## src/hw/rtl/rtc_pkg.sv

```systemverilog
package rtc_pkg;

	localparam int CoordW  = 32;
	localparam int EpsW    = 16;
	localparam int DistW   = 31;
	localparam int AccW    = 52;
	localparam int ProdW   = 64;
	localparam int DivNW   = 50;
	localparam int QuoW    = 31;
	localparam int RootW   = 32;
	localparam int CfgIdxW = 3;
	localparam int PcW     = 5;

	localparam logic [PcW-1:0] LastStepA = 5'd23;
	localparam logic [PcW-1:0] FirstStepB = 5'd24;
	localparam logic [PcW-1:0] LastStepB = 5'd29;

	localparam logic [CoordW-1:0] MaxQ = 32'h7FFF_FFFF;
	localparam logic [CoordW-1:0] MinQ = 32'h8000_0000;
	localparam logic [CoordW-1:0] OneQ = 32'h0001_0000;

	localparam logic [1:0] IX = 2'd0;
	localparam logic [1:0] IY = 2'd1;
	localparam logic [1:0] IZ = 2'd2;

	typedef enum logic [CfgIdxW-1:0] {
		REG_ORIGIN_X, REG_ORIGIN_Y, REG_ORIGIN_Z,
		REG_DIR_X, REG_DIR_Y, REG_DIR_Z, REG_EPSILON
	} cfg_reg_t;

	typedef enum logic [3:0] {
		ST_IDLE, ST_MACA, ST_DRAINA, ST_CHECK, ST_DIV, ST_TCHK,
		ST_MACB, ST_DRAINB, ST_SQRT, ST_FINISH
	} state_t;

	typedef enum logic [2:0] {V_D, V_E1, V_E2, V_S, V_H, V_Q, V_T, V_M} vsel_t;

	typedef enum logic [3:0] {
		WB_NONE, WB_H, WB_Q, WB_DET, WB_UN, WB_VN, WB_TN, WB_PT, WB_SQ
	} wb_t;

	typedef struct packed {
		vsel_t      va;
		logic [1:0] ia;
		vsel_t      vb;
		logic [1:0] ib;
		logic       neg;
		logic       first;
		wb_t        wb;
		logic [1:0] wi;
	} step_t;

	typedef struct packed {
		logic signed [CoordW-1:0] x;
		logic signed [CoordW-1:0] y;
		logic signed [CoordW-1:0] z;
	} vec3_t;

	function automatic logic signed [CoordW-1:0] sat32(input logic signed [AccW-1:0] v);
		logic signed [CoordW-1:0] r;
		if (v[AccW-1:CoordW-1] != {(AccW-CoordW+1){v[AccW-1]}})
			r = v[AccW-1] ? MinQ : MaxQ;
		else
			r = v[CoordW-1:0];
		return r;
	endfunction

	function automatic logic signed [CoordW-1:0] comp(input vec3_t v, input logic [1:0] i);
		logic signed [CoordW-1:0] r;
		unique case (i)
			IX: r = v.x;
			IY: r = v.y;
			default: r = v.z;
		endcase
		return r;
	endfunction

	function automatic vec3_t put(input vec3_t v, input logic [1:0] i,
			input logic signed [CoordW-1:0] val);
		vec3_t r;
		r = v;
		unique case (i)
			IX: r.x = val;
			IY: r.y = val;
			default: r.z = val;
		endcase
		return r;
	endfunction

	function automatic step_t mk(input vsel_t va, input logic [1:0] ia, input vsel_t vb,
			input logic [1:0] ib, input logic neg, input logic first, input wb_t wb,
			input logic [1:0] wi);
		step_t s;
		s.va = va; s.ia = ia; s.vb = vb; s.ib = ib;
		s.neg = neg; s.first = first; s.wb = wb; s.wi = wi;
		return s;
	endfunction

	// Product schedule: h = d x e2, q = s x e1, det, u, v, t numerators,
	// then the hit point and the squared offsets.
	function automatic step_t step_f(input logic [PcW-1:0] pc);
		step_t s;
		unique case (pc)
			5'd0:  s = mk(V_D,  IY, V_E2, IZ, 1'b0, 1'b1, WB_NONE, IX);
			5'd1:  s = mk(V_D,  IZ, V_E2, IY, 1'b1, 1'b0, WB_H,    IX);
			5'd2:  s = mk(V_D,  IZ, V_E2, IX, 1'b0, 1'b1, WB_NONE, IX);
			5'd3:  s = mk(V_D,  IX, V_E2, IZ, 1'b1, 1'b0, WB_H,    IY);
			5'd4:  s = mk(V_D,  IX, V_E2, IY, 1'b0, 1'b1, WB_NONE, IX);
			5'd5:  s = mk(V_D,  IY, V_E2, IX, 1'b1, 1'b0, WB_H,    IZ);
			5'd6:  s = mk(V_S,  IY, V_E1, IZ, 1'b0, 1'b1, WB_NONE, IX);
			5'd7:  s = mk(V_S,  IZ, V_E1, IY, 1'b1, 1'b0, WB_Q,    IX);
			5'd8:  s = mk(V_S,  IZ, V_E1, IX, 1'b0, 1'b1, WB_NONE, IX);
			5'd9:  s = mk(V_S,  IX, V_E1, IZ, 1'b1, 1'b0, WB_Q,    IY);
			5'd10: s = mk(V_S,  IX, V_E1, IY, 1'b0, 1'b1, WB_NONE, IX);
			5'd11: s = mk(V_S,  IY, V_E1, IX, 1'b1, 1'b0, WB_Q,    IZ);
			5'd12: s = mk(V_E1, IX, V_H,  IX, 1'b0, 1'b1, WB_NONE, IX);
			5'd13: s = mk(V_E1, IY, V_H,  IY, 1'b0, 1'b0, WB_NONE, IX);
			5'd14: s = mk(V_E1, IZ, V_H,  IZ, 1'b0, 1'b0, WB_DET,  IX);
			5'd15: s = mk(V_S,  IX, V_H,  IX, 1'b0, 1'b1, WB_NONE, IX);
			5'd16: s = mk(V_S,  IY, V_H,  IY, 1'b0, 1'b0, WB_NONE, IX);
			5'd17: s = mk(V_S,  IZ, V_H,  IZ, 1'b0, 1'b0, WB_UN,   IX);
			5'd18: s = mk(V_D,  IX, V_Q,  IX, 1'b0, 1'b1, WB_NONE, IX);
			5'd19: s = mk(V_D,  IY, V_Q,  IY, 1'b0, 1'b0, WB_NONE, IX);
			5'd20: s = mk(V_D,  IZ, V_Q,  IZ, 1'b0, 1'b0, WB_VN,   IX);
			5'd21: s = mk(V_E2, IX, V_Q,  IX, 1'b0, 1'b1, WB_NONE, IX);
			5'd22: s = mk(V_E2, IY, V_Q,  IY, 1'b0, 1'b0, WB_NONE, IX);
			5'd23: s = mk(V_E2, IZ, V_Q,  IZ, 1'b0, 1'b0, WB_TN,   IX);
			5'd24: s = mk(V_T,  IX, V_D,  IX, 1'b0, 1'b1, WB_PT,   IX);
			5'd25: s = mk(V_T,  IX, V_D,  IY, 1'b0, 1'b1, WB_PT,   IY);
			5'd26: s = mk(V_T,  IX, V_D,  IZ, 1'b0, 1'b1, WB_PT,   IZ);
			5'd27: s = mk(V_M,  IX, V_M,  IX, 1'b0, 1'b1, WB_SQ,   IX);
			5'd28: s = mk(V_M,  IY, V_M,  IY, 1'b0, 1'b0, WB_SQ,   IY);
			5'd29: s = mk(V_M,  IZ, V_M,  IZ, 1'b0, 1'b0, WB_SQ,   IZ);
			default: s = mk(V_D, IX, V_D, IX, 1'b0, 1'b1, WB_NONE, IX);
		endcase
		return s;
	endfunction

endpackage

```

## src/hw/rtl/rtc_mul.sv

```systemverilog
module rtc_mul (
	input  logic clk,
	input  logic signed [rtc_pkg::CoordW-1:0] a,
	input  logic signed [rtc_pkg::CoordW-1:0] b,
	output logic signed [rtc_pkg::ProdW-1:0] prod
);
	import rtc_pkg::*;

	logic signed [ProdW-1:0] prod_q;

	always_ff @(posedge clk) begin
		prod_q <= ProdW'(a) * ProdW'(b);
	end

	assign prod = prod_q;
endmodule

```

## config.mk

```make
export PLATFORM = sky130hd
export DESIGN_NAME = rtc_mul
export DESIGN_NICKNAME = d
export VERILOG_FILES = /design/src/hw/rtl/rtc_pkg.sv /design/src/hw/rtl/rtc_mul.sv
export SDC_FILE = /design/constraint.sdc
export NUM_CORES = 2
export LEC_CHECK = 0
export BUFFER_PORTS_ARGS = -buffer_cell sky130_fd_sc_hd__buf_2
export CAP_MARGIN = 10
export CORE_MARGIN = 5
export CORE_UTILIZATION = 40
export CTS_BUF_LIST = sky130_fd_sc_hd__clkbuf_8
export CTS_CLUSTER_SIZE = 10
export DETAILED_ROUTE_END_ITERATION = 10
export MAX_ROUTING_LAYER = met4
export SETUP_SLACK_MARGIN = 0.3
export SYNTH_ARGS = -nofsm -noshare
export SYNTH_HDL_FRONTEND = slang
export SYNTH_SLANG_ARGS = --single-unit
```

## constraint.sdc

```tcl
create_clock -name clk -period 17.1 [get_ports clk]
set_input_delay 4.275 -clock clk [delete_from_list [all_inputs] [get_ports clk]]
set_output_delay 4.275 -clock clk [all_outputs]
set_load 0.02 [all_outputs]
```

# [Word level (Yosys, flattened, before mapping)]
# Index checks and enable logic that the tools add are counted.
[word_totals] reg_bits=64 latchBits=0 mem_bits_rw=0 romBits=0 in_bits=65 wordCells=2 n_memories=0
[classes] n_addsub=0 multipliers=1 div=0 magnitude_cmp=0 n_eq_ne=0 n_shift=0 mux=0 n_bitwise=0 n_reduce_logical=0
[ops] cell="$mul 32x32->64" count=1

# [Depth between registers and ports, before layout]
[depth] depth_word=1 mapped_depth=28 mapped_depth_nobuf=27

# [Least setup slack after synthesis]
# Ideal clock, no wire load.
[synth_path] path_type="input to register" from="input port b[2] in the netlist's numbering" to="register prod_q[62], in the netlist prod[62]" setup_ps=72 t_arrival_ps=11464 setup_slack_ps=5564 cell_stages=24 n_path_buf=1 cell_sequence="clkbuf_1 nand2_1 inv_1 fa_1 fa_1 fa_1 fa_1 inv_1 fa_1 inv_1 fa_1 inv_1 fa_1 inv_1 fa_1 ha_1 and3_1 nand2_1 or3_1 o22a_1 o211ai_1 a31oi_1 o31ai_1 xor2_1"
[synth_between] elab_chain_len=1
[synth_lines] item="from (decl)" line_no="rtc_mul.sv:4" source="input logic signed [rtc_pkg::CoordW-1:0] b,"
[synth_lines] item="$mul 32x32->64" line_no="rtc_mul.sv:12" source="prod_q <= ProdW'(a) * ProdW'(b);"
[synth_lines] item="to (signal assigned)" line_no="rtc_mul.sv:12"
[synth_lines] item="to (decl)" line_no="rtc_mul.sv:9" source="logic signed [ProdW-1:0] prod_q;"
# Every way passes these cells.

# [Final worst setup path]
[layout_path] from="input port b[5] in the netlist's numbering" to="register prod_q[62], in the netlist prod[62]"
# Same word-level chain as after synthesis.

==> impl_metrics.py <==
metrics = {
    "setup_path": {
        "worst_path_largest_cell_delay_ns": 0.85,
        "crit_family": "adder cells",
        "required_ns": 17.50,
        "crit_fanout": 32,
        "crit_start": "b[5]",
        "end_kind": "flip-flop",
        "crit_buf_inv": 8,
        "start_kind": "primary input",
        "critPathArrivalTime_ns": 13.39,
        "crit_slowest_cell": "fa_1",
        "worst-setup-path-type": "in2reg",
        "critPathMostFrequentCell": "fa_1",
    },
    "min_path": {
        "hold_path.class": "in2reg",
        "min-delay-start": "a[0]",
    },
    "place": {
        "place.gp.congestion": 0.8517,
        "place_hpwl_um": 80410,
        "io_buffers": 128,
    },
    "yosys": {
        "seq_area_frac_synth_pct": 3.440,
        "yosysTopAreaCell": "fa_1",
        "synth_edf_count": 0,
        "synth_cells": 3884,
        "synth_warnings": 0,
        "postSynth.asyncResetShare_pct": 0,
        "synth_nets": 5215,
        "synth_cell_type_count": 63,
        "synth_top_area_share_pct": 58.16,
        "syn_area_per_cell_um2": 9.589,
        "ys.flop_type": "dfxtp_1",
        "syn_area_um2": 37240,
        "ys_top_cells_by_area": "fa_1 58%, inv_1 9.6%, and2_1 8.7%",
        "ys_seq_elements": 64,
    },
    "floorplan": {
        "die_w_um": 315.1,
        "initial_core_util_pct": 40.08,
        "fp.dieH_um": 315.1,
        "die_area_um2": 99310,
        "rows": 112,
        "boundaryPins": 129,
        "core_um2": 92910,
    },
    "clock_network": {
        "root_buffer": "clkbuf_8",
        "cts_buffers": 9,
        "post_cts_buffers": 0,
        "cts_sinks": 64,
        "cts_max_level": 3,
        "cts_tree": "done",
        "hold_buffers": 0,
        "clkTransAtPathRegs_ns": 0.09,
        "cts_resized": 0,
        "clk_path_buf_depth": 2,
    },
    "run": {
        "maxCapViolCount": 0,
    },
    "global_route": {
        "grt_first_pass_wirelength_um": 164000,
        "antenna_found_initial": 8,
        "grt_max_degree": 33,
        "gr-usage-all-layers_pct": 22.10,
        "grt_pass1_vias": 28880,
        "overflow": 0,
    },
    "layout": {
        "area_delta_synth_final_pct": 5.137,
        "drive_gt1_share_pct": 5.056,
        "ff_latch_area_um2": 1281,
        "fillers": 9187,
        "multi_input_area_um2": 31630,
        "largest_reg_flops": 64,
        "num-nets-final": 5184,
    },
    "drt": {
        "vias_per_cell": 4.944,
        "drt_iter0_markers": 1470,
        "post_drt_wl_per_cell_um": 19.74,
        "drc": 0,
        "vias": 25290,
        "routed_wl_um": 101000,
        "drtPass1Iterations": 5,
        "postRouteAntennaNets": 0,
    },
    "timing": {
        "setup_tns_ns": 0,
        "maxSlewViolCount": 0,
        "setup_viol": 0,
        "period_needed_ns": 12.99,
        "fmax_mhz": 76.97,
        "timing_hold_violations_final": 0,
        "relSlewSlack_pct": 27.18,
        "grt_setup_unrepaired": "no",
        "fin_crit_sh_pct": 75.98,
        "worst_pin_slew_ns": 1.090,
    },
    "status": {
        "status": "finished, final reports clean",
    },
}
==> cells by family after synthesis <==
kind of cell,Yosys count,synth area share (%)
AOI/OAI and AO/OA,193,3.464
xor gates and xnor gates,75,1.764
adders and majority gates,1266,64.34
buffers and inverters,1152,11.62
DFF,64,3.440
and+or+nand+nor,1134,15.37
==> cell type report <==
class                           count  area share (%)
Clock buffer                       11          0.3867
Antenna cell                        5         0.03195
Clock inverter                      4          0.1758
Multi-Input combinational cell   2668           80.79
Sequential cell                    64           3.272
Tap cell                         1254           4.007
Timing Repair Buffer              158           2.211
Inverter                          952           9.126
==> metal layers <==
layer	track usage, %	share of wire (%)	up-vias
met2	37.26	50	691
met4	6.729	3.5	0
met1	27.41	40	13480
li1	-	-	10970
met5	-	0	-
met3	3.878	6.0	152
==> cells in the final DEF (no fill, tap or decap), types with 6 or more instances in the layout <==
master and count:
xnor2_1 53, nor3_1 6, o21bai_1 15, fa_1 1082
buf_2 128, a31oi_1 12, o31ai_1 6, and2_1 516
nand2_1 511, xor2_1 22, nand4_1 7, inv_1 953
clkbuf_8 11, nand3_1 15, a21oi_1 68, ha_1 184
dfxtp_1 64, and3_1 7, nor2_1 42, a21o_1 23
buf_4 30, o21ai_0 28, nand2b_1 9
==> synth_stat cells (all sizes together) (3+ instances only) <==
library cell,count
fa,1082
inv,952
and2,516
nand2,511
clkbuf,195
ha,184
a21oi,68
dfxtp,64
xnor2,53
nor2,42
o21ai,31
a21o,25
xor2,22
nand3,15
o21bai,15
a31oi,13
and3,9
nand2b,9
a211oi,8
nand4,7
nor3,7
o31ai,7
buf,5
or3,5
and4,4
o21a,4
a21boi,3
nor2b,3
o211ai,3
==> worst paths after layout <==
check	end	slack (ns)	depth (start not counted)
max	prod[62]	4.11	25
min	prod[0]	4.38	3
==> through the flow <==
| stage | std cells | setup WS (ns) | cell area (um2) | utilization, % | hold slack [ns] |
|---|---|---|---|---|---|
| 3_3_place_gp | 5096 | 3.824 | 38920 | 41.89 | 4.694 |
| 4_1_cts | 5111 | 4.195 | 39140 | 42.13 | 4.352 |
| 6_report | 5116 | 4.108 | 39160 | 42.14 | 4.378 |
| 3_5_place_dp | 5096 | 3.724 | 38920 | 41.89 | 4.690 |
| 2_1_floorplan | 3884 | 5.564 | 37240 | - | 4.402 |
| 5_1_grt | 5116 | 3.932 | 39160 | 42.14 | 4.396 |
Power is not shown: default switching activity piles up to over one toggle a cycle in this logic, so the estimate is an artifact.
