`src/hw/rtl/rtc_pkg.sv`:
```
package rtc_pkg;

	localparam int CoordW  = 32;
	localparam int EpsW    = 16;
	localparam int DistW   = 31;
	localparam int AccW    = 52;
	localparam int ProdW   = 64;
	localparam int DivNW   = 50;
	localparam int QuoW    = 31;
	localparam int RootW   = 32;
	localparam int CfgIdxW = 3;
	localparam int PcW     = 5;

	localparam logic [PcW-1:0] LastStepA = 5'd23;
	localparam logic [PcW-1:0] FirstStepB = 5'd24;
	localparam logic [PcW-1:0] LastStepB = 5'd29;

	localparam logic [CoordW-1:0] MaxQ = 32'h7FFF_FFFF;
	localparam logic [CoordW-1:0] MinQ = 32'h8000_0000;
	localparam logic [CoordW-1:0] OneQ = 32'h0001_0000;

	localparam logic [1:0] IX = 2'd0;
	localparam logic [1:0] IY = 2'd1;
	localparam logic [1:0] IZ = 2'd2;

	typedef enum logic [CfgIdxW-1:0] {
		REG_ORIGIN_X, REG_ORIGIN_Y, REG_ORIGIN_Z,
		REG_DIR_X, REG_DIR_Y, REG_DIR_Z, REG_EPSILON
	} cfg_reg_t;

	typedef enum logic [3:0] {
		ST_IDLE, ST_MACA, ST_DRAINA, ST_CHECK, ST_DIV, ST_TCHK,
		ST_MACB, ST_DRAINB, ST_SQRT, ST_FINISH
	} state_t;

	typedef enum logic [2:0] {V_D, V_E1, V_E2, V_S, V_H, V_Q, V_T, V_M} vsel_t;

	typedef enum logic [3:0] {
		WB_NONE, WB_H, WB_Q, WB_DET, WB_UN, WB_VN, WB_TN, WB_PT, WB_SQ
	} wb_t;

	typedef struct packed {
		vsel_t      va;
		logic [1:0] ia;
		vsel_t      vb;
		logic [1:0] ib;
		logic       neg;
		logic       first;
		wb_t        wb;
		logic [1:0] wi;
	} step_t;

	typedef struct packed {
		logic signed [CoordW-1:0] x;
		logic signed [CoordW-1:0] y;
		logic signed [CoordW-1:0] z;
	} vec3_t;

	function automatic logic signed [CoordW-1:0] sat32(input logic signed [AccW-1:0] v);
		logic signed [CoordW-1:0] r;
		if (v[AccW-1:CoordW-1] != {(AccW-CoordW+1){v[AccW-1]}})
			r = v[AccW-1] ? MinQ : MaxQ;
		else
			r = v[CoordW-1:0];
		return r;
	endfunction

	function automatic logic signed [CoordW-1:0] comp(input vec3_t v, input logic [1:0] i);
		logic signed [CoordW-1:0] r;
		unique case (i)
			IX: r = v.x;
			IY: r = v.y;
			default: r = v.z;
		endcase
		return r;
	endfunction

	function automatic vec3_t put(input vec3_t v, input logic [1:0] i,
			input logic signed [CoordW-1:0] val);
		vec3_t r;
		r = v;
		unique case (i)
			IX: r.x = val;
			IY: r.y = val;
			default: r.z = val;
		endcase
		return r;
	endfunction

	function automatic step_t mk(input vsel_t va, input logic [1:0] ia, input vsel_t vb,
			input logic [1:0] ib, input logic neg, input logic first, input wb_t wb,
			input logic [1:0] wi);
		step_t s;
		s.va = va; s.ia = ia; s.vb = vb; s.ib = ib;
		s.neg = neg; s.first = first; s.wb = wb; s.wi = wi;
		return s;
	endfunction

	// Product schedule: h = d x e2, q = s x e1, det, u, v, t numerators,
	// then the hit point and the squared offsets.
	function automatic step_t step_f(input logic [PcW-1:0] pc);
		step_t s;
		unique case (pc)
			5'd0:  s = mk(V_D,  IY, V_E2, IZ, 1'b0, 1'b1, WB_NONE, IX);
			5'd1:  s = mk(V_D,  IZ, V_E2, IY, 1'b1, 1'b0, WB_H,    IX);
			5'd2:  s = mk(V_D,  IZ, V_E2, IX, 1'b0, 1'b1, WB_NONE, IX);
			5'd3:  s = mk(V_D,  IX, V_E2, IZ, 1'b1, 1'b0, WB_H,    IY);
			5'd4:  s = mk(V_D,  IX, V_E2, IY, 1'b0, 1'b1, WB_NONE, IX);
			5'd5:  s = mk(V_D,  IY, V_E2, IX, 1'b1, 1'b0, WB_H,    IZ);
			5'd6:  s = mk(V_S,  IY, V_E1, IZ, 1'b0, 1'b1, WB_NONE, IX);
			5'd7:  s = mk(V_S,  IZ, V_E1, IY, 1'b1, 1'b0, WB_Q,    IX);
			5'd8:  s = mk(V_S,  IZ, V_E1, IX, 1'b0, 1'b1, WB_NONE, IX);
			5'd9:  s = mk(V_S,  IX, V_E1, IZ, 1'b1, 1'b0, WB_Q,    IY);
			5'd10: s = mk(V_S,  IX, V_E1, IY, 1'b0, 1'b1, WB_NONE, IX);
			5'd11: s = mk(V_S,  IY, V_E1, IX, 1'b1, 1'b0, WB_Q,    IZ);
			5'd12: s = mk(V_E1, IX, V_H,  IX, 1'b0, 1'b1, WB_NONE, IX);
			5'd13: s = mk(V_E1, IY, V_H,  IY, 1'b0, 1'b0, WB_NONE, IX);
			5'd14: s = mk(V_E1, IZ, V_H,  IZ, 1'b0, 1'b0, WB_DET,  IX);
			5'd15: s = mk(V_S,  IX, V_H,  IX, 1'b0, 1'b1, WB_NONE, IX);
			5'd16: s = mk(V_S,  IY, V_H,  IY, 1'b0, 1'b0, WB_NONE, IX);
			5'd17: s = mk(V_S,  IZ, V_H,  IZ, 1'b0, 1'b0, WB_UN,   IX);
			5'd18: s = mk(V_D,  IX, V_Q,  IX, 1'b0, 1'b1, WB_NONE, IX);
			5'd19: s = mk(V_D,  IY, V_Q,  IY, 1'b0, 1'b0, WB_NONE, IX);
			5'd20: s = mk(V_D,  IZ, V_Q,  IZ, 1'b0, 1'b0, WB_VN,   IX);
			5'd21: s = mk(V_E2, IX, V_Q,  IX, 1'b0, 1'b1, WB_NONE, IX);
			5'd22: s = mk(V_E2, IY, V_Q,  IY, 1'b0, 1'b0, WB_NONE, IX);
			5'd23: s = mk(V_E2, IZ, V_Q,  IZ, 1'b0, 1'b0, WB_TN,   IX);
			5'd24: s = mk(V_T,  IX, V_D,  IX, 1'b0, 1'b1, WB_PT,   IX);
			5'd25: s = mk(V_T,  IX, V_D,  IY, 1'b0, 1'b1, WB_PT,   IY);
			5'd26: s = mk(V_T,  IX, V_D,  IZ, 1'b0, 1'b1, WB_PT,   IZ);
			5'd27: s = mk(V_M,  IX, V_M,  IX, 1'b0, 1'b1, WB_SQ,   IX);
			5'd28: s = mk(V_M,  IY, V_M,  IY, 1'b0, 1'b0, WB_SQ,   IY);
			5'd29: s = mk(V_M,  IZ, V_M,  IZ, 1'b0, 1'b0, WB_SQ,   IZ);
			default: s = mk(V_D, IX, V_D, IX, 1'b0, 1'b1, WB_NONE, IX);
		endcase
		return s;
	endfunction

endpackage

```
`src/hw/rtl/rtc_sqrt.sv`:
```
module rtc_sqrt (
	input  logic clk,
	input  logic arst_n,
	input  logic start,
	input  logic [rtc_pkg::ProdW-1:0] radicand,
	output logic done,
	output logic [rtc_pkg::RootW-1:0] root
);
	import rtc_pkg::*;

	// Digit-by-digit square root, one result bit per cycle.
	logic run_q, done_q;
	logic [ProdW-1:0] n_q, res_q, bit_q;
	logic [ProdW-1:0] trial;
	logic fits;

	assign trial = res_q + bit_q;
	assign fits = n_q >= trial;

	always_ff @(posedge clk or negedge arst_n) begin
		if (!arst_n) begin
			run_q <= 1'b0;
			done_q <= 1'b0;
		end else begin
			done_q <= 1'b0;
			if (start) begin
				run_q <= 1'b1;
			end else if (run_q && bit_q[0]) begin
				run_q <= 1'b0;
				done_q <= 1'b1;
			end
		end
	end

	always_ff @(posedge clk) begin
		if (start) begin
			n_q <= radicand;
			res_q <= '0;
			bit_q <= {2'b01, {(ProdW-2){1'b0}}};
		end else if (run_q) begin
			if (fits) begin
				n_q <= n_q - trial;
				res_q <= (res_q >> 1) + bit_q;
			end else begin
				res_q <= res_q >> 1;
			end
			bit_q <= bit_q >> 2;
		end
	end

	assign done = done_q;
	assign root = res_q[RootW-1:0];
endmodule

```
`config.mk`:
```
export PLATFORM = sky130hd
export DESIGN_NAME = rtc_sqrt
export DESIGN_NICKNAME = d
export VERILOG_FILES = /design/src/hw/rtl/rtc_pkg.sv /design/src/hw/rtl/rtc_sqrt.sv
export SDC_FILE = /design/constraint.sdc
export NUM_CORES = 1
export LEC_CHECK = 0
export BUFFER_PORTS_ARGS = -buffer_cell sky130_fd_sc_hd__buf_2
export CORE_UTILIZATION = 34
export DETAILED_ROUTE_END_ITERATION = 16
export PLACE_DENSITY = 0.54
export SETUP_SLACK_MARGIN = 0.5
export SLEW_MARGIN = 15
export SYNTH_ARGS = -nofsm -noshare
export SYNTH_HDL_FRONTEND = slang
export SYNTH_SLANG_ARGS = --single-unit
```
`constraint.sdc`:
```
create_clock -name clk -period 6.5 [get_ports clk]
set_input_delay 1.3 -clock clk [delete_from_list [all_inputs] [get_ports clk]]
set_output_delay 1.3 -clock clk [all_outputs]
set_load 0.02 [all_outputs]
```
# == Yosys cells after proc, flatten, opt, wreduce, memory -nomap -nowiden ==
# Index checks and enable logic that the tools add are counted.
# classes
addsub,3
magnitude_cmp,1
n_mux,8
n_reduce_logical,5
# op_table
op,count
64-bit 2-to-1 mux,4
63-bit by 63-bit adder with 64-bit output,1
64-bit by 63-bit adder with 64-bit output,1
64-bit greater-or-equal comparator,1
64-bit subtractor,1
2-bit nonzero test,3
1-bit 2-to-1 mux,4
2-bit AND reduction,1
1-bit logical AND,1
# word_totals
ff_bits,162
wordCells,22

# == Logic depth before layout (Yosys ltp) ==
# depth
depth_word,5
ltp_mapped,28
ltp_nobuf,25

# == Worst setup path after synthesis ==
# OpenSTA, ideal clock, no wires.
# synth_timing
path_kind,register to register
start,register res_q[2]
end,"register n_q[0], enable pin"
arrival_ns,6.046
required_ns,6.068
path_slack_ns,0.021
stages_incl_launch_ff,24
n_path_buf,2
synth_period_minus_slack_ns,6.479
cell_sequence,dfxtp_1 ha_1 a31o_2 a31oi_1 o21ai_2 a21oi_1 o31ai_4 a21oi_1 o31ai_2 a21o_1 a21oi_1 o21bai_1 xnor2_1 ha_1 clkbuf_1 nand4_1 nor3_1 nand4_1 o31ai_1 a221oi_1 o41ai_1 buf_2 nand2_1 nand2b_1
# synth_via
elab_chain_cells,4
# synth_lines
element,line,text
start: declaration,rtc_sqrt.sv:13,"logic [ProdW-1:0] n_q, res_q, bit_q;"
start signal: assignment,rtc_sqrt.sv:43,res_q <= (res_q >> 1) + bit_q;
start signal: assignment,rtc_sqrt.sv:45,res_q <= res_q >> 1;
64-bit by 63-bit adder with 64-bit output,rtc_sqrt.sv:17,assign trial = res_q + bit_q;
64-bit greater-or-equal comparator,rtc_sqrt.sv:18,assign fits = n_q >= trial;
2-bit nonzero test (no source line),n/a,
2-bit AND reduction (no source line),n/a,
end signal: assignment,rtc_sqrt.sv:37,n_q <= radicand;
end signal: assignment,rtc_sqrt.sv:42,n_q <= n_q - trial;
end: declaration,rtc_sqrt.sv:13,
# Every way passes these cells.
# A chain may end at the register's enable or synchronous reset.

# == Final worst setup path ==
# layout_timing
start,register bit_q[12]
end,"register n_q[61], data pin"
# layout_via
elab_chain_cells,5
# layout_lines
element,line,text
start: declaration,rtc_sqrt.sv:13,
start signal: assignment,rtc_sqrt.sv:39,"bit_q <= {2'b01, {(ProdW-2){1'b0}}};"
start signal: assignment,rtc_sqrt.sv:47,bit_q <= bit_q >> 2;
64-bit by 63-bit adder with 64-bit output,rtc_sqrt.sv:17,
64-bit subtractor,rtc_sqrt.sv:42,
64-bit 2-to-1 mux,rtc_sqrt.sv:41,if (fits) begin
64-bit 2-to-1 mux,rtc_sqrt.sv:40,end else if (run_q) begin
64-bit 2-to-1 mux,rtc_sqrt.sv:36,if (start) begin
# Every way passes these cells. The select of a mux whose other input is x is not followed.

==> summary.txt <==
Critical path
  • WP data required: 6.68 ns
  • Kind of critical path: reg -> reg
  • CP Data Arrival Time: 6.03 ns
  • R2R Path Start: bit_q[12]
  • Reg2Reg Depth: 21
  • R2r endpoint: n_q[61]
  • Reg-to-reg slack, setup: 0.65 ns
  • Start point of the critical path: bit_q[12]
  • Crit path max fanout: 5
  • Startpoint types: flop
  • Critical path endpoint category: flop

Pwr
  • Clock share of power: 14.7%
  • NetSw: 3.42 mW
  • Lkg Pwr: 6.90 nW
  • VDD IR max: 0.207 mV
  • Int Power: 3.87 mW
  • Switching Share: 46.9%
  • Comb pwr share: 62.6%
  • Seq pwr share: 22.7%
  • Pwr dens: 426 nW/um2

Placed design
  • Placement Cell Area: 16000 um2
  • GP Congestion: 0.926
  • Placed cell count: 2488
  • IO Port Bufs: 99
  • DPL Wire Length: 34400 um

Timing
  • Final min period: 5.85 ns
  • Setup Viol. Count Final: 0
  • Final period util: 90.1%
  • RSZ-0062 raised after global routing: true
  • Count of pins over their slew limit: 0
  • Clock skew: 0.0135 ns
  • Final Hold Viols: 0
  • Max-slew headroom: 26.3%
  • Slew @ Worst Pin: 1.10 ns
  • Fmax: 0.171 GHz
  • Setup TNS: 0 ns

Worst hold path
  • Hold Path Origin: bit_q[0]
  • Hold path depth: 1
  • Hold endpoint: run_q
  • Worst Hold Class: reg -> reg

Synth
  • Unique masters post-synth: 89
  • Yosys warns: 0
  • Top post-synthesis cells by area: dfxtp_1, edfxtp_1, ha_1
  • Syn_nets: 2101
  • Post-synthesis sequential area ratio: 25.8%
  • Share of the synthesized area in the top cell type: 12.7%
  • Synthesis-stage register bit count: 162
  • EDFF count, synth: 64
  • Post-Syn Instances: 1903
  • Async SR Flop Fraction: 1.23%
  • Synth Cell Area: 15100 um2
  • Syn avg cell area: 7.93 um2
  • Cell taking the most area after synthesis: dfxtp_1
  • Primary flip-flop cell chosen by synthesis mapping: dfxtp_1

Global routing
  • Initial antenna violation count: 0
  • GR Util met3: 3.44%
  • Met1 Track Usage GR: 27.3%
  • Vias in the first global route: 13.4k
  • Grt total ovfl: 0
  • Busiest grt layer: met2
  • Tot GR Track Use: 20.0%
  • First-pass GRT wire length: 71300 um
  • GR Util met2: 32.3%
  • Largest net degree at the start of global routing: 86

Run status
  • Status: completed

Layout
  • Cell area after layout: 17100 um2
  • Syn-to-layout area delta: 13.2%
  • Share of cells above drive strength 1: 14.6%
  • Ant. Diodes: 0
  • Nets: 2139
  • Cell Count, Final, Fillers Out: 2539

CTS
  • Clock transition at path regs: 0.07 ns
  • Max Root-Sink Buffers: 2
  • CTS Hold Bufs: 0
  • Root Buffer Master: clkbuf_16
  • CTS tree: built
  • Clk_lat worst skew: 0.46 ns
  • TritonCTS buffer count: 17
  • H-tree lvl count: 4
  • Clock sinks: 162

Die
  • Initial Utilization: 34.7%
  • Num rows: 76
  • Boundary Pins: 100
  • Die Ht: 213 um
  • Die ar.: 45300 um2
  • Core Area: 43500 um2
  • Die Wd: 213 um

Routing
  • Pre-antenna DRT Iters: 5
  • DR WL/cell: 17.9 um
  • DR vias/cell: 5.58
  • Vias: 14.2k
  • Final WL: 45400 um
  • Initial DRC count: 1047
  • # DRC: 0
  • Post-DRT Antenna Nets: 0

Run
  • Max-cap violations: 0
-- state kept, by name, summed over array words and instances, names as in the netlist --
name   flops
done       1
run_q      1
n_q       64
res_q     64
bit_q     32
-- through the flow --
step                      worst slack, ns  hold slack, ns  total power, mW  utilization [%]
after floorplan                     0.729           0.458             4.92                -
after global placement              0.124           0.497             6.02             36.8
after detailed placement           0.0486           0.502             6.05             36.8
after CTS                           0.501           0.515             7.20             38.5
after global routing                0.469           0.501             7.84             39.3
final                               0.646           0.493             7.28             39.3
-- cell usage after synthesis (all sizes together), types with 37 or more instances --
cell type	instances
o21bai	42
dfxtp	96
nand2	217
nor2	204
a21o	56
clkbuf	78
a31oi	56
ha	130
a21oi	127
edfxtp	64
nand4	37
mux2i	38
o21ai	167
xor2	84
xnor2	68
buf	54
-- critical path, stage by stage, from the launching register on --
cell      delay [ns]
dfxtp_2         0.34
ha_1            0.32
and4_2          0.30
nor2b_2         0.18
a211o_1         0.33
o21a_1          0.23
a31o_2          0.28
a31oi_2         0.29
nor2_1          0.06
o21ai_0         0.21
xor2_1          0.22
ha_1            0.32
a21oi_1         0.23
o21ai_0         0.24
nor2b_1         0.25
o211ai_1        0.22
o21ai_0         0.61
a22oi_2         0.26
a21oi_1         0.32
o21ai_1         0.13
xnor2_1         0.15
o21ai_0         0.09
-- placed cells by master, fill, tap and decap left out, types with 10 or more instances in the layout --
cell       netlist  final
o31ai_1         11     10
nor2b_1         32     31
a211oi_1        27     26
edfxtp_1        64     64
dfxtp_1         96     90
buf_4           36     45
or3_1           20     20
a21oi_1        122    119
clkbuf_16        0     20
nand4_1         37     37
inv_1           32     32
nor4_1          12     12
a311oi_1        22     22
a31oi_1         56     46
and3_1          17     15
xor2_1          84     84
ha_1           130    121
mux2i_1         38     38
xnor2_1         68     68
nand2_1        217    217
o21ai_0        154    149
a31o_2          10     10
o21bai_1        42     41
a21o_1          56     56
a21boi_0        11     11
and2_1          11     11
nand3_1         23     23
buf_2           14     98
nor3_1          22     20
nor2_1         203    202
-- cell type report --
cell class | instances | area, um2
clock inverters | 10 | 96.3
fillers | 4442 | 26400
repair buffers | 151 | 953
well taps | 585 | 732
multi-input cells | 1576 | 10800
clock buffers | 22 | 508
flip-flops and latches | 162 | 3910
inverters | 33 | 124
-- power by group through the flow --
stage	Combinational [mW]	Clock [mW]	Sequential, mW
CTS	4.46	1.09	1.65
global route	5.03	1.13	1.68
finish	4.56	1.07	1.65
detailed placement	4.38	0	1.66
floorplan	3.33	0	1.59
global placement	4.35	0	1.67
-- routing by layer --
layer,up-vias,share of wire (%)
met4,0,1.5
met3,50,4.9
li1,7066,-
met5,-,0
met1,6702,48
met2,344,45
-- repair_timing --
item / in CTS / in global routing
setup buffers: 8 / 11
pin swaps: 3 / 23
gates cloned: 0 / 0
gates resized for setup: 18 / 52
endpoints found under the setup margin: 131 / 143
hold endpoints to repair: 0 / 0
-- kinds of logic (layout without fill, tap and decap cells) --
kind of cell               after synthesis  after routing  share of synthesized area (%)
muxes                                   42             42                           2.82
adders and majority gates              131            131                           10.9
DFF                                    162            162                           25.8
buffers and inverters                  165            216                           5.21
and+or+nand+nor                        628            628                           19.0
AOI/OAI and AO/OA                      623            623                           27.4
xor gates and xnor gates               152            152                           8.82
-- how the worst max path moves through the flow --
stage | cells past startpoint | endpoint
2_1_floorplan | 23 | n_q[0]
3_3_place_gp | 26 | res_q[35]
3_5_place_dp | 25 | res_q[6]
4_1_cts | 26 | n_q[19]
5_1_grt | 28 | res_q[61]
6_report | 21 | n_q[61]
(Power assumes the default switching activity.)
