### src/hw/rtl/rtc_pkg.sv
package rtc_pkg;

	localparam int CoordW  = 32;
	localparam int EpsW    = 16;
	localparam int DistW   = 31;
	localparam int AccW    = 52;
	localparam int ProdW   = 64;
	localparam int DivNW   = 50;
	localparam int QuoW    = 31;
	localparam int RootW   = 32;
	localparam int CfgIdxW = 3;
	localparam int PcW     = 5;

	localparam logic [PcW-1:0] LastStepA = 5'd23;
	localparam logic [PcW-1:0] FirstStepB = 5'd24;
	localparam logic [PcW-1:0] LastStepB = 5'd29;

	localparam logic [CoordW-1:0] MaxQ = 32'h7FFF_FFFF;
	localparam logic [CoordW-1:0] MinQ = 32'h8000_0000;
	localparam logic [CoordW-1:0] OneQ = 32'h0001_0000;

	localparam logic [1:0] IX = 2'd0;
	localparam logic [1:0] IY = 2'd1;
	localparam logic [1:0] IZ = 2'd2;

	typedef enum logic [CfgIdxW-1:0] {
		REG_ORIGIN_X, REG_ORIGIN_Y, REG_ORIGIN_Z,
		REG_DIR_X, REG_DIR_Y, REG_DIR_Z, REG_EPSILON
	} cfg_reg_t;

	typedef enum logic [3:0] {
		ST_IDLE, ST_MACA, ST_DRAINA, ST_CHECK, ST_DIV, ST_TCHK,
		ST_MACB, ST_DRAINB, ST_SQRT, ST_FINISH
	} state_t;

	typedef enum logic [2:0] {V_D, V_E1, V_E2, V_S, V_H, V_Q, V_T, V_M} vsel_t;

	typedef enum logic [3:0] {
		WB_NONE, WB_H, WB_Q, WB_DET, WB_UN, WB_VN, WB_TN, WB_PT, WB_SQ
	} wb_t;

	typedef struct packed {
		vsel_t      va;
		logic [1:0] ia;
		vsel_t      vb;
		logic [1:0] ib;
		logic       neg;
		logic       first;
		wb_t        wb;
		logic [1:0] wi;
	} step_t;

	typedef struct packed {
		logic signed [CoordW-1:0] x;
		logic signed [CoordW-1:0] y;
		logic signed [CoordW-1:0] z;
	} vec3_t;

	function automatic logic signed [CoordW-1:0] sat32(input logic signed [AccW-1:0] v);
		logic signed [CoordW-1:0] r;
		if (v[AccW-1:CoordW-1] != {(AccW-CoordW+1){v[AccW-1]}})
			r = v[AccW-1] ? MinQ : MaxQ;
		else
			r = v[CoordW-1:0];
		return r;
	endfunction

	function automatic logic signed [CoordW-1:0] comp(input vec3_t v, input logic [1:0] i);
		logic signed [CoordW-1:0] r;
		unique case (i)
			IX: r = v.x;
			IY: r = v.y;
			default: r = v.z;
		endcase
		return r;
	endfunction

	function automatic vec3_t put(input vec3_t v, input logic [1:0] i,
			input logic signed [CoordW-1:0] val);
		vec3_t r;
		r = v;
		unique case (i)
			IX: r.x = val;
			IY: r.y = val;
			default: r.z = val;
		endcase
		return r;
	endfunction

	function automatic step_t mk(input vsel_t va, input logic [1:0] ia, input vsel_t vb,
			input logic [1:0] ib, input logic neg, input logic first, input wb_t wb,
			input logic [1:0] wi);
		step_t s;
		s.va = va; s.ia = ia; s.vb = vb; s.ib = ib;
		s.neg = neg; s.first = first; s.wb = wb; s.wi = wi;
		return s;
	endfunction

	// Product schedule: h = d x e2, q = s x e1, det, u, v, t numerators,
	// then the hit point and the squared offsets.
	function automatic step_t step_f(input logic [PcW-1:0] pc);
		step_t s;
		unique case (pc)
			5'd0:  s = mk(V_D,  IY, V_E2, IZ, 1'b0, 1'b1, WB_NONE, IX);
			5'd1:  s = mk(V_D,  IZ, V_E2, IY, 1'b1, 1'b0, WB_H,    IX);
			5'd2:  s = mk(V_D,  IZ, V_E2, IX, 1'b0, 1'b1, WB_NONE, IX);
			5'd3:  s = mk(V_D,  IX, V_E2, IZ, 1'b1, 1'b0, WB_H,    IY);
			5'd4:  s = mk(V_D,  IX, V_E2, IY, 1'b0, 1'b1, WB_NONE, IX);
			5'd5:  s = mk(V_D,  IY, V_E2, IX, 1'b1, 1'b0, WB_H,    IZ);
			5'd6:  s = mk(V_S,  IY, V_E1, IZ, 1'b0, 1'b1, WB_NONE, IX);
			5'd7:  s = mk(V_S,  IZ, V_E1, IY, 1'b1, 1'b0, WB_Q,    IX);
			5'd8:  s = mk(V_S,  IZ, V_E1, IX, 1'b0, 1'b1, WB_NONE, IX);
			5'd9:  s = mk(V_S,  IX, V_E1, IZ, 1'b1, 1'b0, WB_Q,    IY);
			5'd10: s = mk(V_S,  IX, V_E1, IY, 1'b0, 1'b1, WB_NONE, IX);
			5'd11: s = mk(V_S,  IY, V_E1, IX, 1'b1, 1'b0, WB_Q,    IZ);
			5'd12: s = mk(V_E1, IX, V_H,  IX, 1'b0, 1'b1, WB_NONE, IX);
			5'd13: s = mk(V_E1, IY, V_H,  IY, 1'b0, 1'b0, WB_NONE, IX);
			5'd14: s = mk(V_E1, IZ, V_H,  IZ, 1'b0, 1'b0, WB_DET,  IX);
			5'd15: s = mk(V_S,  IX, V_H,  IX, 1'b0, 1'b1, WB_NONE, IX);
			5'd16: s = mk(V_S,  IY, V_H,  IY, 1'b0, 1'b0, WB_NONE, IX);
			5'd17: s = mk(V_S,  IZ, V_H,  IZ, 1'b0, 1'b0, WB_UN,   IX);
			5'd18: s = mk(V_D,  IX, V_Q,  IX, 1'b0, 1'b1, WB_NONE, IX);
			5'd19: s = mk(V_D,  IY, V_Q,  IY, 1'b0, 1'b0, WB_NONE, IX);
			5'd20: s = mk(V_D,  IZ, V_Q,  IZ, 1'b0, 1'b0, WB_VN,   IX);
			5'd21: s = mk(V_E2, IX, V_Q,  IX, 1'b0, 1'b1, WB_NONE, IX);
			5'd22: s = mk(V_E2, IY, V_Q,  IY, 1'b0, 1'b0, WB_NONE, IX);
			5'd23: s = mk(V_E2, IZ, V_Q,  IZ, 1'b0, 1'b0, WB_TN,   IX);
			5'd24: s = mk(V_T,  IX, V_D,  IX, 1'b0, 1'b1, WB_PT,   IX);
			5'd25: s = mk(V_T,  IX, V_D,  IY, 1'b0, 1'b1, WB_PT,   IY);
			5'd26: s = mk(V_T,  IX, V_D,  IZ, 1'b0, 1'b1, WB_PT,   IZ);
			5'd27: s = mk(V_M,  IX, V_M,  IX, 1'b0, 1'b1, WB_SQ,   IX);
			5'd28: s = mk(V_M,  IY, V_M,  IY, 1'b0, 1'b0, WB_SQ,   IY);
			5'd29: s = mk(V_M,  IZ, V_M,  IZ, 1'b0, 1'b0, WB_SQ,   IZ);
			default: s = mk(V_D, IX, V_D, IX, 1'b0, 1'b1, WB_NONE, IX);
		endcase
		return s;
	endfunction

endpackage

### src/hw/rtl/rtc_div.sv
module rtc_div (
	input  logic clk,
	input  logic arst_n,
	input  logic start,
	input  logic [rtc_pkg::DivNW-1:0] dividend,
	input  logic [rtc_pkg::CoordW-1:0] divisor,
	output logic done,
	output logic [rtc_pkg::QuoW-1:0] quot
);
	import rtc_pkg::*;

	// Quotient of (dividend << 16) / divisor, one bit per cycle, saturated.
	logic run_q, done_q;
	logic [4:0] cnt_q;
	logic [CoordW:0] rem_q;
	logic [QuoW-1:0] quo_q, nsh_q;
	logic [CoordW:0] rsh;
	logic take;
	logic ovf;

	assign ovf = dividend >= {3'b000, divisor, 15'b0};
	assign rsh = {rem_q[CoordW-1:0], nsh_q[QuoW-1]};
	assign take = rsh >= {1'b0, divisor};

	always_ff @(posedge clk or negedge arst_n) begin
		if (!arst_n) begin
			run_q <= 1'b0;
			done_q <= 1'b0;
			cnt_q <= '0;
		end else begin
			done_q <= 1'b0;
			if (start) begin
				run_q <= !ovf;
				done_q <= ovf;
				cnt_q <= 5'(QuoW - 1);
			end else if (run_q) begin
				cnt_q <= cnt_q - 5'd1;
				if (cnt_q == '0) begin
					run_q <= 1'b0;
					done_q <= 1'b1;
				end
			end
		end
	end

	always_ff @(posedge clk) begin
		if (start) begin
			rem_q <= {1'b0, dividend[46:15]};
			nsh_q <= {dividend[14:0], 16'b0};
			quo_q <= ovf ? '1 : '0;
		end else if (run_q) begin
			rem_q <= take ? rsh - {1'b0, divisor} : rsh;
			nsh_q <= {nsh_q[QuoW-2:0], 1'b0};
			quo_q <= {quo_q[QuoW-2:0], take};
		end
	end

	assign done = done_q;
	assign quot = quo_q;
endmodule

### config.mk
export PLATFORM = sky130hd
export DESIGN_NAME = rtc_div
export DESIGN_NICKNAME = d
export VERILOG_FILES = /design/src/hw/rtl/rtc_pkg.sv /design/src/hw/rtl/rtc_div.sv
export SDC_FILE = /design/constraint.sdc
export NUM_CORES = 1
export LEC_CHECK = 0
export ABC_CLOCK_PERIOD_IN_PS = 5890
export BUFFER_PORTS_ARGS = -buffer_cell sky130_fd_sc_hd__buf_2
export CAP_MARGIN = 20
export CORE_MARGIN = 2
export CORE_UTILIZATION = 55
export CTS_BUF_LIST = sky130_fd_sc_hd__clkbuf_4 sky130_fd_sc_hd__clkbuf_8
export DETAILED_ROUTE_END_ITERATION = 10
export GPL_ROUTABILITY_DRIVEN = 1
export GPL_TIMING_DRIVEN = 0
export PLACE_DENSITY_LB_ADDON = 0.1
export SLEW_MARGIN = 20
export SYNTH_ARGS = -nofsm -noshare
export SYNTH_HDL_FRONTEND = slang
export SYNTH_SLANG_ARGS = --single-unit
### constraint.sdc
create_clock -name clk -period 5.89 [get_ports clk]
set_input_delay 0.2945 -clock clk [delete_from_list [all_inputs] [get_ports clk]]
set_output_delay 0.2945 -clock clk [all_outputs]
set_load 0.01 [all_outputs]
== Word-level counts from Yosys, hierarchy flattened ==
Cells that the tools add are included.

* Word-level logic and storage cells: 29
* Input bits: 85
* Output and inout port bits: 32
* Register bits: 85

* $add $sub $neg: 2
* Magnitude comparators: 2
* Reduce and logical (&&, ||, !) cells: 3
* Multiplexer cells: 16

{| class="wikitable"
|+ Operator list
! operator !! number
|-
| $mux W31 || 5
|-
| $mux W32 || 3
|-
| $ge A50 B47 Y1 || 1
|-
| $ge A33 B32 Y1 || 1
|-
| $sub A32 B32 Y32 || 1
|-
| $mux W5 || 2
|-
| $mux W1 || 6
|-
| $logic_not A5 Y1 || 1
|-
| $sub A5 B1 Y5 const B || 1
|-
| $reduce_bool A2 Y1 || 1
|-
| $logic_not A1 Y1 || 1
|}

== Depth between registers and ports, before layout ==
Gate-level depths: netlist of the first run.

* Depth in word-level cells: 4
* Depth in mapped cells: 14
* Mapped depth without buffers: 13

== Least setup slack after synthesis of the first run ==
No wires, ideal clock.

* Path kind: reg-to-reg
* Start point: register nsh_q[30]
* End point: register rem_q[26], data pin
* Slack: 2,989 ps
* Data arrival time: 2,636 ps
* Library setup time: 266 ps
* Cell stages (with the launch flop): 14
* Period minus slack after synthesis: 2,901 ps
* Path buffers: 0
* Cells stage by stage: edfxtp_1 > inv_1 > ha_1 > inv_1 > fa_1 > a211oi_1 > nor2_1 > o31ai_1 > a31oi_1 > a21boi_1 > o221ai_1 > a21oi_1 > nor4b_1 > nor4_1

* Longest elaborated chain between the ends: 4
* Elaborated cells between the ends (all ways): 5

{| class="wikitable"
|+ RTL lines
! what !! line !! RTL
|-
| start, declared || rtc_div.sv:16 || <nowiki>logic [QuoW-1:0] quo_q, nsh_q;</nowiki>
|-
| start signal, assigned || rtc_div.sv:49 || <nowiki>nsh_q <= {dividend[14:0], 16'b0};</nowiki>
|-
| start signal, assigned || rtc_div.sv:53 || <nowiki>nsh_q <= {nsh_q[QuoW-2:0], 1'b0};</nowiki>
|-
| $sub A32 B32 Y32 / $ge A33 B32 Y1 (equally long branches) || rtc_div.sv:52, rtc_div.sv:23 ||
|-
| $mux W32 (*) || rtc_div.sv:52 || <nowiki>rem_q <= take ? rsh - {1'b0, divisor} : rsh;</nowiki>
|-
| $mux W32 (*) || rtc_div.sv:51 || <nowiki>end else if (run_q) begin</nowiki>
|-
| $mux W32 (*) || rtc_div.sv:47 || <nowiki>if (start) begin</nowiki>
|-
| end signal, assigned || rtc_div.sv:48 || <nowiki>rem_q <= {1'b0, dividend[46:15]};</nowiki>
|-
| end signal, assigned || rtc_div.sv:52 ||
|-
| end, declared || rtc_div.sv:15 || <nowiki>logic [CoordW:0] rem_q;</nowiki>
|}

Every way passes the cells marked *; elsewhere a longest branch is shown, timed or not. The select of a mux whose other input is x is not followed.
A chain may end at the register's enable or synchronous reset.

== Worst setup path in the final report of the first run ==
Ends and elaborated chain as after synthesis.

==> impl_results.md, run 1 <==
* Status: complete, no violations
* Most common library cell in the layout ignoring fill and taps: buf_2
* Clock root buffer: clkbuf_8
* Clk buf depth at 2
* Post-CTS Setup Inserts at 0
* Asr flop ratio synth at 0.0824
* IO Count at 117
* Via density at 5.86
* Simple-gate share of the synthesized area at 0.132
* Post-synthesis mux area share at 0.0341
* Cell Pwr Density at 268 nW/um^2
* Yosys reg bits at 85
* Critical Path AT at 3.84 ns
* Worst-path clk slew at 0.09 ns
* Hold Violations, Final at 0
* R2r setup slk at 2.16 ns
* Ant. Diodes at 0
* Peak VDD IR at 166 uV
* Leakage at 3.37 nW
* H-tree levels at 3
* Worst Setup End Kind: flop
* Main combinational cell family by area after synthesis: compound AO/OA/AOI/OAI gates
* Worst-margin pin slew at 0.907 ns
* Seq/Total Area, Yosys at 0.393
* Reg-to-reg endpoint: rem_q[26]
* WL final at 16900 um
* DRT Pass-1 Iters at 5
* Met2 global-route usage at 0.444
* HP Class: in2reg
* Critical path's largest stage delay at 0.48 ns
* Crit-path cells: inv_1, ha_1, inv_1, fa_1, a211oi_1, nor2_1, o31ai_1, a31oi_1, a21boi_1, o221ai_1, a21oi_1, nor4b_1, nor4_1
* Critical Path RT at 6.00 ns
* Core ar. at 11400 um^2
* Layout cells sized above 1 at 0.205
* Clock buffer count from CTS at 9
* Max Slew Vio Count at 0
* F_max at 268 MHz
* Synth cell types at 64
* Initial core utilization at 0.562
* Largest net degree at the start of global routing at 48
* Adder-cell share of the synthesized area at 0.132
* PostCTS Resize Cnt at 0
* Cell count after synthesis at 688
* Fin crit period at 3.73 ns
* Top Usage Layer GRT: met2
* Total global routing overflow at 0
* Initial antenna violation count at 0
* Final Net Count at 968
* Avg Inst Size Synth at 9.32 um^2
* Layout area overhead at 15.4%
* Syn Std Cell Area at 6410 um^2
* Vias in the first global route at 5477
* DR vias at 5642
* Slowest CP cell: nor4_1
* Routed len/inst at 17.5 um
* DR DRC count at 0
* CP Launch Type: flop
* ANT nets after route at 0
* Initial DRC Count at 356
* Reg-to-Reg Start: nsh_q[30]
* Yosys warns at 0
* CP max FO at 3
* Ys flop type: edfxtp_1
* Port bufs at 115
* Clk_skew at 0.0105 ns
* Final Cycle Share at 0.634
* Max Cap Viol at 0
* Grt met3 use at 0.0555
* Detailed placement HPWL at 12800 um
* Hold path endpoint: nsh_q[16]
* CTS sink cnt at 85
* Met1 Use GR at 0.384
* RSZ-0062 raised after global routing: no
* Crit Path Category: reg2reg
* Hold Path Depth at 2
* Most frequent cells in the layout: buf_2, edfxtp_1, inv_1, ha_1, nand2_1
* Final setup violation count at 0
* TNS Setup at 0 ns
* Total GRT Usage at 0.276
* Slew headroom at 0.380
* Hold Slack at 0.229 ns
* CTS tree: yes
* Die Y at 112 um
* Syn_nets at 840
* R2r worst-path depth at 13
* Post-synthesis compound-gate area fraction at 0.208
* Placer Congestion at 0.909
* First-pass GRT wire length at 27400 um
* Worst hold start: dividend[0]
* XOR/XNOR Fraction of Synth Area at 0.0355
* Die footprint at 12500 um^2
* Num rows at 39
* Most frequent CP cell: inv_1
* Post-synth EDFFs at 78
* Skew-Pair Late Insertion Delay at 0.37 ns
* Chip width at 112 um
* Cts hold-fix bufs at 1
-- area by class of cell --
| cell class | count | area [um^2] |
|---|---|---|
| Buffer | 28 | 139 |
| Sequential cell | 85 | 2520 |
| Fill cell | 978 | 4020 |
| Tap cell | 143 | 179 |
| Timing Repair Buffer | 117 | 613 |
| Clock buffer | 10 | 131 |
| Inverter | 76 | 285 |
| Multi-Input combinational cell | 499 | 3470 |
| Clock inverter | 5 | 60.1 |
-- Yosys cell counts, types with 4 or more instances --
library cell	instances	area (um^2)
a211oi_1	5	37.5
a21o_1	25	188
a21oi_1	42	210
a2bb2oi_1	6	52.6
a31oi_1	18	113
and3_1	7	43.8
clkbuf_1	19	71.3
dfrtp_1	7	175
edfxtp_1	78	2340
ha_1	66	826
inv_1	76	285
mux2_2	15	169
mux2i_1	5	50.1
nand2_1	65	244
nand3_1	11	55.1
nand4_1	13	81.3
nor2_1	46	173
nor3_1	10	50.1
nor4_1	7	43.8
nor4b_1	4	35.0
o211ai_1	6	45.0
o21a_1	10	75.1
o21ai_0	54	270
o21ai_1	11	55.1
xnor2_1	19	166
xor2_1	7	61.3
-- worst max-delay path, delay by kind of cell (launching register included) --
| family | cells | cell delay (ns) |
|---|---|---|
| AND/OR/NAND/NOR | 3 | 0.66 |
| AO/OA/AOI/OAI | 6 | 1.72 |
| buffers and inverters | 2 | 0.14 |
| adder cells (fa/ha/maj) | 2 | 0.57 |
| flip-flops | 1 | 0.40 |
-- where the power goes --
| group | internal [mW] | switching (mW) |
|---|---|---|
| logic | 0.318 | 0.448 |
| clock network | 0.200 | 0.230 |
| registers | 0.751 | 0.0344 |
| total | 1.27 | 0.712 |
-- kinds of logic after synthesis --
group                      Yosys count
AOI/OAI and AO/OA                  206
xor gates and xnor gates            26
adders and majority gates           67
buffers and inverters              104
DFF                                 85
muxes                               20
and+or+nand+nor                    180
-- routing by layer --
layer  share of wire  vias to the layer above  routed length, um
met4           0.019                        0                313
met3           0.067                       22               1130
met2            0.46                      176               7770
met5               0                        -                  0
met1            0.45                     2674               7680
li1                -                     2770                  -
-- sequential cells by signal (all words and copies together) (netlist names) --
| name | cells |
|---|---|
| cnt_q | 5 |
| rem_q | 32 |
| nsh_q | 15 |
| run_q | 1 |
| quot | 31 |
| done | 1 |
-- per-stage QoR --
step | area, um^2 | instances | total power, mW | utilization | worst slack [ns]
5_1_grt | 7400 | 963 | 2.10 | 0.648 | 1.90
2_1_floorplan | 6410 | 688 | 1.34 | - | 2.99
4_1_cts | 7400 | 963 | 1.98 | 0.648 | 2.24
3_5_place_dp | 7200 | 947 | 1.55 | 0.630 | 2.23
6_report | 7400 | 963 | 1.98 | 0.648 | 2.16
3_3_place_gp | 7170 | 946 | 1.53 | 0.628 | 2.29
-- worst max-delay path by stage --
stage | start | to | slack (ns)
after floorplan | nsh_q[30] | rem_q[26] | 2.99
final | nsh_q[30] | rem_q[26] | 2.16
after CTS | nsh_q[30] | rem_q[26] | 2.24
after global placement | divisor[16] | quot[21] | 2.29
after detailed placement | divisor[8] | rem_q[26] | 2.23
after global routing | nsh_q[30] | rem_q[26] | 1.90
Power figures use the tool's default switching activity.
==> inputs of run 2 (changes only) <==
Settings changed: ABC_CLOCK_PERIOD_IN_PS 5890 to 3750.
Clock period 5.89 ns to 3.75 ns, I/O delays scaled along.
==> impl_results.md, run 2 (synthesis results as in run 1) <==
* Status: complete, no violations
* F_max at 284 MHz (+5.9%)
* Worst-margin pin slew at 0.727 ns (-0.180 ns)
* Port bufs at 115 (unchanged)
* Post-CTS Setup Inserts at 0 (unchanged)
* IO Count at 117 (unchanged)
* Num rows at 39 (unchanged)
* Slowest CP cell: a2111oi_4
* ANT nets after route at 0 (unchanged)
* Final Cycle Share at 0.939 (+0.306)
* Hold Path Depth at 3 (+1)
* Peak VDD IR at 259 uV (+56%)
* Initial DRC Count at 356 (unchanged)
* Max Slew Vio Count at 0 (unchanged)
* Ant. Diodes at 0 (unchanged)
* Critical Path AT at 3.63 ns (-0.21 ns)
* Most frequent cells in the layout: buf_2, edfxtp_1, inv_1, ha_1, nand2_1
* WL final at 16900 um (about the same)
* Initial antenna violation count at 0 (unchanged)
* Die Y at 112 um (unchanged)
* Routed len/inst at 17.5 um (about the same)
* CP Launch Type: flop
* Setup WS post-layout at 0.227 ns (-1.93 ns)
* DRT Pass-1 Iters at 5 (unchanged)
* Chip width at 112 um (unchanged)
* Critical path's largest stage delay at 0.64 ns (+0.16 ns)
* Die footprint at 12500 um^2 (unchanged)
* Leakage at 3.37 nW (about the same)
* Clock root buffer: clkbuf_8
* First-pass GRT wire length at 27400 um (unchanged)
* Crit Path Category: reg2reg
* Area of the multi-input gates at 3490 um^2 (+0.54%)
* Reg-to-reg endpoint: rem_q[26]
* DR DRC count at 0 (unchanged)
* HP Class: in2reg
* Slew headroom at 0.515 (+0.136)
* Clock buffer count from CTS at 9 (unchanged)
* Critical Path RT at 3.85 ns (-2.15 ns)
* Clk buf depth at 2 (unchanged)
* Dpl ws at 0.116 ns (-2.11 ns)
* Most flop-heavy register: rem_q
* H-tree levels at 3 (unchanged)
* CTS sink cnt at 85 (unchanged)
* Final Net Count at 968 (unchanged)
* Detailed placement HPWL at 12800 um (unchanged)
* TNS Setup at 0 ns (unchanged)
* Total global routing overflow at 0 (unchanged)
* Max Cap Viol at 0 (unchanged)
* Layout cells sized above 1 at 0.209 (+0.00366)
* Total GRT Usage at 0.276 (unchanged)
* R2r setup slk at 0.23 ns (-1.93 ns)
* Hold Violations, Final at 0 (unchanged)
* Skew-Pair Late Insertion Delay at 0.37 ns (about the same)
* Worst Setup End Kind: flop
* Initial core utilization at 0.562 (unchanged)
* Crit-path cells: ha_1, nor2b_1, o31a_2, o2111ai_2, a21boi_2, o21ai_2, a2111oi_4, nor2_2, buf_2, nor4b_1, nor4_2
* Clk_skew at 0.0100 ns (-0.000450 ns)
* Placed Cells at 947 (unchanged)
* CP max FO at 10 (+7)
* Most common library cell in the layout ignoring fill and taps: buf_2
* Core ar. at 11400 um^2 (unchanged)
* # fillers at 978 (unchanged)
* Fin crit period at 3.52 ns (-0.209 ns)
* Storage cell area at 2520 um^2 (unchanged)
* Largest net degree at the start of global routing at 48 (unchanged)
* Worst hold start: dividend[26]
* Placer Congestion at 0.909 (unchanged)
* Vias in the first global route at 5477 (unchanged)
* R2r worst-path depth at 11 (-2)
* Cell Pwr Density at 420 nW/um^2 (+57%)
* CTS tree: yes
* Final setup violation count at 0 (unchanged)
* Via density at 5.87 (+0.11%)
* Worst-path clk slew at 0.09 ns (about the same)
* Hold path endpoint: rem_q[11]
* DR vias at 5648 (+0.11%)
* Layout Cells excl Fill at 963 (unchanged)
* Reg-to-Reg Start: rem_q[0]
* Layout area overhead at 15.7%
* RSZ-0062 raised after global routing: no
* Max reg flops at 32 (unchanged)
-- run 2: worst max-delay path, delay by kind of cell (launching register included) --
| family | cells | cell delay (ns) |
|---|---|---|
| adder cells (fa/ha/maj) | 1 | 0.32 |
| AO/OA/AOI/OAI | 5 | 1.42 |
| flip-flops | 1 | 0.45 |
| AND/OR/NAND/NOR | 4 | 0.85 |
| buffers and inverters | 1 | 0.24 |
-- run 2: how the worst max path moves through the flow --
stage / start / to / slack, ns / cells after the start
floorplan: nsh_q[30] / rem_q[26] / 0.85 / 13
global route: rem_q[1] / rem_q[26] / 0.004 / 11
CTS: nsh_q[30] / rem_q[26] / 0.10 / 13
finish: rem_q[0] / rem_q[26] / 0.23 / 11
detailed placement: nsh_q[30] / rem_q[26] / 0.12 / 13
global placement: nsh_q[30] / rem_q[26] / 0.20 / 13
-- run 2: final cells by class --
class	instances	share of cell area
flip-flops and latches	85	0.339
repair buffers	117	0.0826
clock buffers	10	0.0177
multi-input cells	499	0.471
plain buffers	28	0.0187
clock inverters	5	0.00810
inverters	76	0.0385
well taps	143	0.0241
-- run 2: stage by stage --
stage,power [mW],util,hold slack [ns],cell area [um^2]
2_1_floorplan,2.11,-,-0.108,6410
3_3_place_gp,2.40,0.628,0.0235,7170
3_5_place_dp,2.43,0.630,0.0275,7200
4_1_cts,3.10,0.648,0.112,7400
5_1_grt,3.30,0.650,0.131,7420
6_report,3.12,0.650,0.119,7420
-- run 2: metal layers --
metal  vias up  global-route usage  routed length (um)
li1       2776                   -                   -
met3        24              0.0555                1260
met4         0              0.0772                 315
met1      2646               0.384                7550
met5         -                   0                   0
met2       202               0.444                7760
-- run 2: report_power, final --
| group | total, mW | switching (mW) | internal [mW] |
|---|---|---|---|
| Clock | 0.680 | 0.365 | 0.315 |
| Sequential | 1.23 | 0.0537 | 1.18 |
| Combinational | 1.20 | 0.702 | 0.502 |
| Total | 3.12 | 1.12 | 2.00 |
-- run 2: timing repair --
action,4_1_cts,5_1_grt
hold endpoints to repair,7,0
resized for setup,0,4
endpoints found under the setup margin,0,11
hold buffers,1,0
==> inputs of run 3 (changes only) <==
Settings changed: CORE_MARGIN 2 to unset, PLACE_DENSITY set to 0.88, PLACE_DENSITY_LB_ADDON 0.1 to unset.
==> impl_results.md, run 3 (synthesis results as in run 1) <==
* Vias in the first global route at 5499 (+0.40%)
* Final Cycle Share at 0.916 (-0.0230)
* Hold Slack at 0.110 ns (-0.00913 ns)
* Skew-Pair Late Insertion Delay at 0.38 ns (about the same)
* Largest net degree at the start of global routing at 50 (+4.2%)
* Most common library cell in the layout ignoring fill and taps: buf_2
* CTS sink cnt at 85 (unchanged)
* Total global routing overflow at 0 (unchanged)
* Crit-path cells: inv_1, ha_1, inv_1, fa_1, a211oi_1, nor2_1, o31ai_2, a31oi_1, a21boi_1, o221ai_1, a21oi_1, nor4b_1, nor4_2
* Die footprint at 12100 um^2 (-3.5%)
* Area of the multi-input gates at 3490 um^2 (-0.18%)
* Leakage at 3.36 nW (-0.32%)
* Core ar. at 11400 um^2 (-0.43%)
* TNS Setup at 0 ns (unchanged)
* Crit path max-delay family: compound AO/OA/AOI/OAI gates
* Detailed placement HPWL at 12500 um (-2.2%)
* Placer Congestion at 0.952 (+4.7%)
* Clk buf depth at 2 (unchanged)
* Most frequent CP cell: inv_1
* Port bufs at 115 (unchanged)
* HP Class: in2reg
* Peak VDD IR at 215 uV (-17%)
* Max Slew Vio Count at 0 (unchanged)
* CTS tree: yes
* First-pass GRT wire length at 26500 um (-3.4%)
* Cell Pwr Density at 418 nW/um^2 (-0.64%)
* Initial core utilization at 0.564 (+0.00241)
* Crit Path Category: reg2reg
* Via density at 5.98 (+1.9%)
* Max reg flops at 32 (unchanged)
* Critical Path AT at 3.54 ns (-0.09 ns)
* CP max FO at 3 (-7)
* IO Count at 117 (unchanged)
* CP Launch Type: flop
* Ant. Diodes at 0 (unchanged)
* Clock root buffer: clkbuf_8
* Num rows at 39 (unchanged)
* H-tree levels at 3 (unchanged)
* Most flop-heavy register: rem_q
* F_max at 291 MHz (+2.5%)
* Storage cell area at 2520 um^2 (unchanged)
* Worst Setup End Kind: flop
* Dpl ws at 0.219 ns (+0.103 ns)
* Fin crit period at 3.44 ns (-0.0863 ns)
* Initial DRC Count at 498 (+40%)
* Chip width at 110 um (-1.8%)
* Critical path's largest stage delay at 0.41 ns (-0.23 ns)
* ANT nets after route at 0 (unchanged)
* RSZ-0062 raised after global routing: no
* Clock buffer count from CTS at 9 (unchanged)
* DRT Pass-1 Iters at 5 (unchanged)
* Post-CTS Setup Inserts at 0 (unchanged)
* Layout area overhead at 15.6% (about the same)
* Hold Violations, Final at 0 (unchanged)
* Worst-margin pin slew at 0.705 ns (-0.0216 ns)
* Routed len/inst at 17.1 um (-2.2%)
* # fillers at 961 (-1.7%)
* Final setup violation count at 0 (unchanged)
* Clk_skew at 0.0161 ns (+0.00614 ns)
* Final Net Count at 968 (unchanged)
* Die Y at 110 um (-1.8%)
* Max Cap Viol at 0 (unchanged)
* Slew headroom at 0.530 (+0.0144)
* Critical Path RT at 3.86 ns (about the same)
* Initial antenna violation count at 0 (unchanged)
* Setup WS post-layout at 0.313 ns (+0.0863 ns)
* WP buf/inv at 2 (+1)
* R2r setup slk at 0.31 ns (+0.09 ns)
* Slowest CP cell: fa_1
* Most frequent cells in the layout: buf_2, edfxtp_1, inv_1, ha_1, nand2_1
* Total GRT Usage at 0.289 (+0.0127)
* Layout cells sized above 1 at 0.210 (+0.000964)
* WL final at 16500 um (-2.1%)
* DR vias at 5762 (+2.0%)
* DR DRC count at 0 (unchanged)
* Status: complete, no violations
* Worst-path clk slew at 0.10 ns (about the same)
-- run 3: area by class of cell --
class | instances | area share
plain buffers | 28 | 0.0187
clock buffers | 9 | 0.0167
clock inverters | 7 | 0.00945
well taps | 143 | 0.0241
repair buffers | 117 | 0.0827
inverters | 76 | 0.0385
flip-flops and latches | 85 | 0.340
multi-input cells | 499 | 0.470
-- run 3: worst register-to-register path, stage by stage (launching register included) --
cell and delay, ns:
edfxtp_1 0.40, inv_1 0.07, ha_1 0.15, inv_1 0.06
fa_1 0.41, a211oi_1 0.27, nor2_1 0.11, o31ai_2 0.33
a31oi_1 0.23, a21boi_1 0.24, o221ai_1 0.22, a21oi_1 0.23
nor4b_1 0.34, nor4_2 0.12
-- run 3: repair_timing --
action | CTS | global route
endpoints found under the hold margin | 7 | 0
setup endpoints to repair | 0 | 2
hold buffers | 1 | 0
gates resized for setup | 0 | 3
-- run 3: layer usage --
layer	global-route usage	part of all wire
met1	0.380	0.41
met2	0.463	0.47
met3	0.0653	0.092
met4	0.115	0.027
met5	0	0
-- run 3: per-stage QoR --
step,util,std cells,cell area [um^2],power (mW)
floorplan,-,688,6410,2.11
global placement,0.630,946,7170,2.39
detailed placement,0.633,947,7200,2.42
CTS,0.651,964,7400,3.08
global route,0.652,964,7410,3.28
finish,0.652,964,7410,3.10
-- run 3: final timing paths --
kind,endpoint,depth (start not counted),startpoint
max,rem_q[26],13,nsh_q[30]
min,rem_q[28],3,dividend[43]
max reg2reg,rem_q[26],13,nsh_q[30]
min reg2reg,nsh_q[27],1,nsh_q[26]
max in group asynchronous,run_q,2,arst_n
min in group asynchronous,done,2,arst_n
-- run 3: report_power, final --
part / internal (mW) / leakage (nW) / total (mW) / switching [mW]
Sequential: 1.18 / 0.830 / 1.23 / 0.0554
Clock: 0.258 / 0.0887 / 0.657 / 0.400
Combinational: 0.501 / 2.44 / 1.20 / 0.702
Total: 1.94 / 3.36 / 3.10 / 1.16
